`src/hw/rtl/ffsa_pkg.sv`:
```
// Shared types and constants of the first-fit segment allocator.
package ffsa_pkg;

  localparam int AMT_W      = 16;  // segment size / request width
  localparam int POS_W      = 4;   // reported position width
  localparam int CNT_W      = 5;   // reported segment count width
  localparam int IN_DATA_W  = 24;  // amount + used_flag, padded to bytes
  localparam int IN_USER_W  = 1;   // action
  localparam int OUT_DATA_W = 16;  // position + segment_count, padded
  localparam int OUT_USER_W = 2;   // status

  localparam logic ACT_PUSH  = 1'b0;
  localparam logic ACT_ALLOC = 1'b1;

  typedef enum logic [1:0] {
    ST_DONE  = 2'd0,
    ST_NOFIT = 2'd1,
    ST_FULL  = 2'd2
  } status_t;

  typedef struct packed {
    logic             used;
    logic [AMT_W-1:0] size;
  } seg_entry_t;

  localparam int ENTRY_W = $bits(seg_entry_t);

endpackage

```
`src/hw/rtl/ffsa_ram.sv`:
```
// Generic simple dual-port RAM, one write and one registered read port.
module ffsa_ram #(
  parameter int WIDTH = 17,
  parameter int DEPTH = 16
) (
  input  logic                     clk,
  input  logic                     we,
  input  logic [$clog2(DEPTH)-1:0] waddr,
  input  logic [WIDTH-1:0]         wdata,
  input  logic [$clog2(DEPTH)-1:0] raddr,
  output logic [WIDTH-1:0]         rdata
);

  logic [WIDTH-1:0] mem [DEPTH];

  always_ff @(posedge clk) begin
    if (we) begin
      mem[waddr] <= wdata;
    end
    rdata <= mem[raddr];
  end

endmodule

```
`src/hw/rtl/first_fit_segment_allocator_core.sv`:
```
// Top level of the first-fit segment allocator: sequencer around the table RAM.
//
// Usage
//   Input words arrive on s_axis: tuser is the action (0 push a segment at
//   the front, 1 allocate), tdata carries amount and used_flag. Each word
//   gives exactly one result word on m_axis: tuser is the status (done, no
//   fit, table full), tdata carries the granted position and the number of
//   segments held afterwards.
//   The segment table sits in one RAM, one entry per segment, kept in order.
//   Items are handled one at a time. A push moves each held entry one place
//   back (one entry per cycle) and then writes the new entry at the front. An
//   allocate scans one entry per cycle up to the first fit; a split then moves
//   the later entries back, writes the remainder and marks the fit used.
//   Exact fits are marked used in place; a miss or refusal goes straight to
//   the result. The single RAM write port and the one-entry-per-cycle scan set this pace.
//   Results are held in an output register; the next word is accepted while
//   a result still waits, and only the completion of that next item stalls
//   until m_axis_tready takes the earlier result.
//   Reset (rst, synchronous) empties the table and drops any pending result;
//   RAM contents are not cleared, entries are only read after being written.
module first_fit_segment_allocator_core #(
  parameter int MAX_SEGMENTS = 16
) (
  input  logic                             clk,
  input  logic                             rst,
  input  logic                             s_axis_tvalid,
  output logic                             s_axis_tready,
  // [15:0] amount, [16] used_flag, [23:17] zero
  input  logic [ffsa_pkg::IN_DATA_W-1:0]   s_axis_tdata,
  // [0] action
  input  logic [ffsa_pkg::IN_USER_W-1:0]   s_axis_tuser,
  output logic                             m_axis_tvalid,
  input  logic                             m_axis_tready,
  // [3:0] position, [8:4] segment_count, [15:9] zero
  output logic [ffsa_pkg::OUT_DATA_W-1:0]  m_axis_tdata,
  // [1:0] status
  output logic [ffsa_pkg::OUT_USER_W-1:0]  m_axis_tuser
);

  import ffsa_pkg::*;

  localparam int AW = $clog2(MAX_SEGMENTS);
  localparam int CW = $clog2(MAX_SEGMENTS + 1);
  localparam logic [CW-1:0] MAX_CNT = CW'(MAX_SEGMENTS);

  typedef enum logic [2:0] {
    IDLE,
    SCAN,
    SHIFT,
    SHIFT_END,
    INSERT,
    WRITE_HIT,
    RESULT
  } state_t;

  state_t            state;
  logic [CW-1:0]     total;
  logic              is_alloc;
  logic [AMT_W-1:0]  amount_q;

  // scan pipeline: one read issued, previous one checked, per cycle
  logic [AW-1:0]     scan_idx;
  logic              chk_valid;
  logic [AW-1:0]     chk_idx;

  // shift sweep: read rd_idx, write it one place back next cycle
  logic [AW-1:0]     rd_idx;
  logic [AW-1:0]     lo_idx;
  logic              pend_valid;
  logic [AW-1:0]     pend_addr;

  logic [AW-1:0]     ins_addr;
  seg_entry_t        ins_entry;

  status_t           res_status;
  logic [AW-1:0]     res_pos;

  status_t           out_status;
  logic [POS_W-1:0]  out_pos;
  logic [CNT_W-1:0]  out_count;

  // RAM ports
  logic              ram_we;
  logic [AW-1:0]     ram_waddr;
  seg_entry_t        ram_wdata;
  logic [AW-1:0]     ram_raddr;
  seg_entry_t        ram_rdata;

  logic              hit;
  logic              exact;
  logic              chk_last;

  ffsa_ram #(
    .WIDTH (ENTRY_W),
    .DEPTH (MAX_SEGMENTS)
  ) u_table (
    .clk   (clk),
    .we    (ram_we),
    .waddr (ram_waddr),
    .wdata (ram_wdata),
    .raddr (ram_raddr),
    .rdata (ram_rdata)
  );

  assign s_axis_tready = (state == IDLE);

  assign hit      = chk_valid && !ram_rdata.used && (ram_rdata.size >= amount_q);
  assign exact    = (ram_rdata.size == amount_q);
  assign chk_last = (CW'(chk_idx) + 1'b1) == total;

  // read address follows the active sweep; write port serves the shift
  // first, then the final entry writes
  always_comb begin
    ram_raddr = (state == SCAN) ? scan_idx : rd_idx;
    ram_we    = 1'b0;
    ram_waddr = pend_addr;
    ram_wdata = ram_rdata;
    if (pend_valid) begin
      ram_we = 1'b1;
    end else if (state == INSERT) begin
      ram_we    = 1'b1;
      ram_waddr = ins_addr;
      ram_wdata = ins_entry;
    end else if (state == WRITE_HIT) begin
      ram_we         = 1'b1;
      ram_waddr      = res_pos;
      ram_wdata.used = 1'b1;
      ram_wdata.size = amount_q;
    end else if ((state == SCAN) && hit && exact) begin
      ram_we         = 1'b1;
      ram_waddr      = chk_idx;
      ram_wdata.used = 1'b1;
      ram_wdata.size = ram_rdata.size;
    end
  end

  always_ff @(posedge clk) begin
    if (rst) begin
      state         <= IDLE;
      total         <= '0;
      chk_valid     <= 1'b0;
      pend_valid    <= 1'b0;
      m_axis_tvalid <= 1'b0;
    end else begin
      // in RESULT the handshake is handled by the publish step below
      if (m_axis_tvalid && m_axis_tready && (state != RESULT)) begin
        m_axis_tvalid <= 1'b0;
      end

      case (state)
        IDLE: begin
          if (s_axis_tvalid) begin
            amount_q   <= s_axis_tdata[AMT_W-1:0];
            is_alloc   <= s_axis_tuser[0];
            res_pos    <= '0;
            rd_idx     <= AW'(total - 1'b1);
            if (s_axis_tuser[0] == ACT_PUSH) begin
              ins_addr       <= '0;
              ins_entry.used <= s_axis_tdata[AMT_W];
              ins_entry.size <= s_axis_tdata[AMT_W-1:0];
              lo_idx         <= '0;
              if (total == MAX_CNT) begin
                res_status <= ST_FULL;
                state      <= RESULT;
              end else if (total == '0) begin
                res_status <= ST_DONE;
                state      <= INSERT;
              end else begin
                res_status <= ST_DONE;
                state      <= SHIFT;
              end
            end else begin
              scan_idx  <= '0;
              chk_valid <= 1'b0;
              if (total == '0) begin
                res_status <= ST_NOFIT;
                state      <= RESULT;
              end else begin
                res_status <= ST_DONE;
                state      <= SCAN;
              end
            end
          end
        end

        SCAN: begin
          if (hit) begin
            chk_valid <= 1'b0;
            if (exact) begin
              res_pos <= chk_idx;
              state   <= RESULT;
            end else if (total == MAX_CNT) begin
              // split needs a new entry; leave the table as it is
              res_status <= ST_FULL;
              state      <= RESULT;
            end else begin
              res_pos        <= chk_idx;
              ins_addr       <= chk_idx + 1'b1;
              ins_entry.used <= 1'b0;
              ins_entry.size <= ram_rdata.size - amount_q;
              lo_idx         <= chk_idx + 1'b1;
              rd_idx         <= AW'(total - 1'b1);
              state          <= chk_last ? INSERT : SHIFT;
            end
          end else if (chk_valid && chk_last) begin
            chk_valid  <= 1'b0;
            res_status <= ST_NOFIT;
            state      <= RESULT;
          end else begin
            chk_valid <= 1'b1;
            chk_idx   <= scan_idx;
            scan_idx  <= scan_idx + 1'b1;
          end
        end

        SHIFT: begin
          pend_valid <= 1'b1;
          pend_addr  <= rd_idx + 1'b1;
          if (rd_idx == lo_idx) begin
            state <= SHIFT_END;
          end else begin
            rd_idx <= rd_idx - 1'b1;
          end
        end

        SHIFT_END: begin
          // last moved entry is written this cycle
          pend_valid <= 1'b0;
          state      <= INSERT;
        end

        INSERT: begin
          total <= total + 1'b1;
          state <= is_alloc ? WRITE_HIT : RESULT;
        end

        WRITE_HIT: begin
          state <= RESULT;
        end

        RESULT: begin
          if (!m_axis_tvalid || m_axis_tready) begin
            m_axis_tvalid <= 1'b1;
            out_status    <= res_status;
            out_pos       <= POS_W'(res_pos);
            out_count     <= CNT_W'(total);
            state         <= IDLE;
          end
        end

        default: begin
          state <= IDLE;
        end
      endcase
    end
  end

  assign m_axis_tuser = out_status;
  assign m_axis_tdata = {{(OUT_DATA_W - POS_W - CNT_W){1'b0}}, out_count, out_pos};

  // table never grows past its capacity
  a_total_bound: assert property (@(posedge clk) disable iff (rst)
    total <= MAX_CNT)
    else $error("segment count above capacity");

  // the count only ever grows by one, and only on the insert step
  a_total_step: assert property (@(posedge clk) disable iff (rst)
    !$past(rst) && (total != $past(total)) |->
      (total == $past(total) + 1'b1) && ($past(state) == INSERT))
    else $error("segment count changed outside insert");

  // a shift write never lands on the entry being read
  a_no_overlap: assert property (@(posedge clk) disable iff (rst)
    pend_valid |-> ram_waddr != ram_raddr)
    else $error("shift write collides with read");

  // refusals report position zero
  a_refuse_pos: assert property (@(posedge clk) disable iff (rst)
    m_axis_tvalid && (out_status != ST_DONE) |-> out_pos == '0)
    else $error("refusal with non-zero position");

  // items enter only from idle with no shift write left over
  a_idle_clean: assert property (@(posedge clk) disable iff (rst)
    s_axis_tvalid && s_axis_tready |-> !pend_valid && !chk_valid)
    else $error("item accepted with sweep still active");

endmodule
```
`config.mk`:
```
export PLATFORM = sky130hd
export DESIGN_NAME = first_fit_segment_allocator_core
export DESIGN_NICKNAME = d
export VERILOG_FILES = /design/src/hw/rtl/ffsa_pkg.sv /design/src/hw/rtl/ffsa_ram.sv /design/src/hw/rtl/first_fit_segment_allocator_core.sv
export SDC_FILE = /design/constraint.sdc
export NUM_CORES = 1
export LEC_CHECK = 0
export BUFFER_PORTS_ARGS = -buffer_cell sky130_fd_sc_hd__buf_2
export CAP_MARGIN = 20
export CELL_PAD_IN_SITES_DETAIL_PLACEMENT = 2
export CELL_PAD_IN_SITES_GLOBAL_PLACEMENT = 2
export CORE_ASPECT_RATIO = 1.1
export CORE_MARGIN = 2
export CORE_UTILIZATION = 30
export DETAILED_ROUTE_END_ITERATION = 8
export PLACE_DENSITY_LB_ADDON = 0.15
export SLEW_MARGIN = 0
export SYNTH_ARGS = -nofsm -noshare
export SYNTH_HDL_FRONTEND = slang
export SYNTH_SLANG_ARGS = --single-unit
```
`constraint.sdc`:
```
create_clock -name clk -period 7.6 [get_ports clk]
set_input_delay 0.76 -clock clk [delete_from_list [all_inputs] [get_ports clk]]
set_output_delay 0.76 -clock clk [all_outputs]
set_load 0.05 [all_outputs]
```
==> run_results.csv <==
group,metric,value,unit
status,outcome,"complete, no violations",
hold_path,whs_path_depth,1,
worst_setup_path,r2r_setup_slack,3.68,ns
worst_setup_path,worstPathMaxFanout,12,
timing,grt_setup_unrepaired,"no",
timing,setup_viol_count_final,0,
clock_tree,clk_pin_slew_worst_paths,0.06,ns
synthesis,yosysSeqAreaShare,67.81,%
timing,worstMarginPinSlew,1.029,ns
worst_setup_path,reg2reg_to,"ins_addr[1]",
worst_setup_path,end_kind,"register",
timing,fmaxAchievable,254.8,MHz
hold_path,hold_start,"s_axis_tdata[11]",
route,drt-wirelength-per-cell,23.80,microns
synthesis,synth_enable_flop_cells,343,
final_layout,stdcell_area,18530,sq um
worst_setup_path,critPathKind,"register to register",
synthesis,synth-async-reset-ratio,0,%
grt,grt_use_met2,29.82,%
timing,period_share,51.64,%
hold_path,hp-class,"input pin to register",
grt,use_met3,2.194,%
worst_setup_path,reg2reg_from,"u_table.rdata[0]",
die,row_count,88,
route,drc,0,
grt,grt_pass1_wl,71680,microns
final_layout,nFillCells,5409,
route,postRouteAntennaNets,0,
worst_setup_path,startpoint_type,"register",
final_layout,antennaDiodeCount,0,
grt,overflow,0,
route,drtIter0Drc,495,
timing,skew,0.02234,ns
timing,final_max_slew_viol_count,0,
final_layout,area_growth,15.69,%
clock_tree,cts-root-buf,"clkbuf_16",
clock_tree,postCtsSetupRepairBufs,0,
hold_path,worstHoldEndpoint,"amount_q[11]",
clock_tree,numCtsBuffers,43,
die,coreArea,52630,sq um
pwr,power,7862,uW
placement,placed_area,17130,sq um
grt,grt_max_degree,137,
die,start_util,30.43,%
route,vias,10380,
placement,dpl.cell_count,1922,
placement,dp_hpwl,27950,microns
grt,grt_use_total,17.52,%
flow_run,maxCapViolations,0,
placement,portBuffers,34,
clock_tree,post_cts_resized,0,
final_layout,final-instance-count-excl-fill,2009,
pwr,power.density,424.3,nW/um^2
synthesis,synth-seq-cells,371,
worst_setup_path,cp.arrival,4.16,ns
timing,hold_violations,0,
final_layout,nets,1353,
timing,timing.slew.headroom,31.40,%
clock_tree,ctsHoldBuffers,0,
die,ios,49,
synthesis,ys_warn_count,0,
grt,gr-usage-met1,23.53,%
worst_setup_path,r2r_cells,10,
pwr,irDropWorstVdd,0.0002284,V
clock_tree,clock_path_buffers,3,
synthesis,synth_area,16020,sq um
timing,setup_tns,0,ns
route,routed_wl,47810,microns
clock_tree,htree_levels,2,
synthesis,syn_inst,1247,
timing,fin_crit,3.925,ns
route,first_pass_iters,4,
clock_tree,cts_tree,"built",
grt,top_usage_layer,"met2",
die,fp.dieW,224.3,microns
route,via_per_inst,5.167,
final_layout,utilization,35.20,%
synthesis,yosys.cell_types.count,63,
grt,grt_antenna_before_repair,1,
clock_tree,clock_latency,0.57,ns
worst_setup_path,worstPathRequired,7.83,ns
grt,grt_pass1_vias,11090,
clock_tree,cts_sinks,371,
placement,gp_congestion,0.7022,
die,die_height,246.3,microns
final_layout,drive_gt1_share,13.04,%
synthesis,synthFlopType,"edfxtp_1",
pwr,power.leakage,0.006197,uW
die,die_area,55250,sq um
synthesis,syn_avg_cell_area,12.84,sq um
[cell type report]
class | instances | area, sq um | share of cell area, %
sequential | 371 | 10860 | 58.62
multi-input combinational | 771 | 4803 | 25.93
clock buffer | 63 | 1211 | 6.537
tap | 675 | 844.6 | 4.558
timing repair buffer | 81 | 566.8 | 3.059
inverter | 33 | 123.9 | 0.6686
clock inverter | 15 | 116.4 | 0.6280
[metal layers]
metal | share of wire (%) | vias up
met5 | 0 | -
met1 | 47 | 5410
met4 | 2.0 | 0
li1 | - | 4790
met2 | 48 | 124
met3 | 2.8 | 57
[how the worst max path moves through the flow]
stage / from / end / slack (ns) / depth (start not counted)
after floorplan: amount_q[9] / u_table.mem[12][0] / 4.29 / 9
after global placement: state[0] / u_table.rdata[13] / 3.28 / 9
after detailed placement: u_table.rdata[0] / ins_entry[4] / 3.71 / 10
after CTS: u_table.rdata[0] / ins_addr[1] / 3.67 / 10
after global routing: amount_q[11] / u_table.mem[13][10] / 3.41 / 10
final: u_table.rdata[0] / ins_addr[1] / 3.68 / 10
[report_power, final]
group	internal, uW	switching [uW]	leakage [uW]	total (uW)
registers	2900	203	0.00333	3100
logic	881	1910	0.00221	2790
clock network	1140	831	0.000653	1970
total	4920	2950	0.00620	7860
[sequential cells by signal, summed over array words and instances, names as in the netlist, 2 cells and up]
name           cells
res_status         2
state              3
m_axis_tuser       2
total              5
ins_addr           4
pend_addr          4
out_pos            4
ins_entry         17
res_pos            4
u_table.rdata     17
out_count          5
amount_q          16
rd_idx             4
chk_idx            4
u_table.mem      272
scan_idx           4
[synthesized netlist by cell type, types with 4 or more instances]
library cell	n	area (sq um)
a211oi_1	89	668.1
a21o_1	5	37.54
a21oi_1	77	385.4
a311oi_1	35	306.5
a31oi_1	36	225.2
and2_0	44	275.3
and2_1	29	181.4
buf_2	21	105.1
buf_4	8	60.06
clkbuf_1	48	180.2
dfxtp_1	28	560.5
edfxtp_1	343	10300
ha_1	22	275.3
inv_1	33	123.9
mux2i_1	23	230.2
nand2_1	186	698.2
nand2b_1	5	31.28
nand3_1	9	45.04
nand4_1	6	37.54
nor2_1	69	259.0
nor2b_1	7	43.79
nor3_1	5	25.02
nor3b_1	5	37.54
o21ai_0	23	115.1
o22ai_1	7	43.79
o31ai_1	4	30.03
xnor2_1	17	148.9
xor2_1	12	105.1
[stage by stage]
stage                     hold slack, ns  setup slack (ns)
final                             0.3841             3.675
after global routing              0.3585             3.408
after CTS                         0.3474             3.669
after detailed placement          0.4170             3.707
after global placement            0.4045             3.275
after floorplan                   0.4003             4.291
[kinds of logic (layout without fill, tap and decap cells)]
group | after synthesis | count (layout) | synth area share [%]
xor+xnor | 30 | 30 | 1.688
other cells | 1 | 7 | 0.02342
flops | 371 | 371 | 67.81
fa+ha+maj | 23 | 23 | 1.844
compound gates | 305 | 305 | 12.95
simple gates | 380 | 380 | 11.00
mux | 26 | 26 | 1.734
buf+inv | 111 | 192 | 2.953
[critical path, stage by stage, from the launching register on]
cell and delay [ns]:
dfxtp_1 0.46, inv_1 0.10, ha_1 0.23, fa_1 0.43
nor2b_1 0.13, o21ai_1 0.12, a211oi_1 0.51, o311ai_1 0.30
nand2_1 0.31, and4_1 0.62, buf_4 0.38
[layout by cell type, fill, tap and decap left out, types with 6 or more instances in the layout]
master,netlist,layout
a211oi_1,89,89
a21oi_1,77,77
a311oi_1,35,35
a31oi_1,36,36
and2_0,44,44
and2_1,29,29
buf_2,21,34
buf_4,8,41
clkbuf_1,48,14
clkbuf_16,0,43
clkbuf_8,0,6
clkinv_2,0,7
conb_1,1,7
dfxtp_1,28,27
edfxtp_1,343,343
ha_1,22,22
inv_1,33,33
mux2i_1,23,21
nand2_1,186,186
nand3_1,9,9
nand4_1,6,6
nor2_1,69,52
nor2_2,0,15
nor2b_1,7,7
o21ai_0,23,23
o22ai_1,7,7
xnor2_1,17,17
xor2_1,12,12
Note: power is estimated with default switching activity, not from simulation.
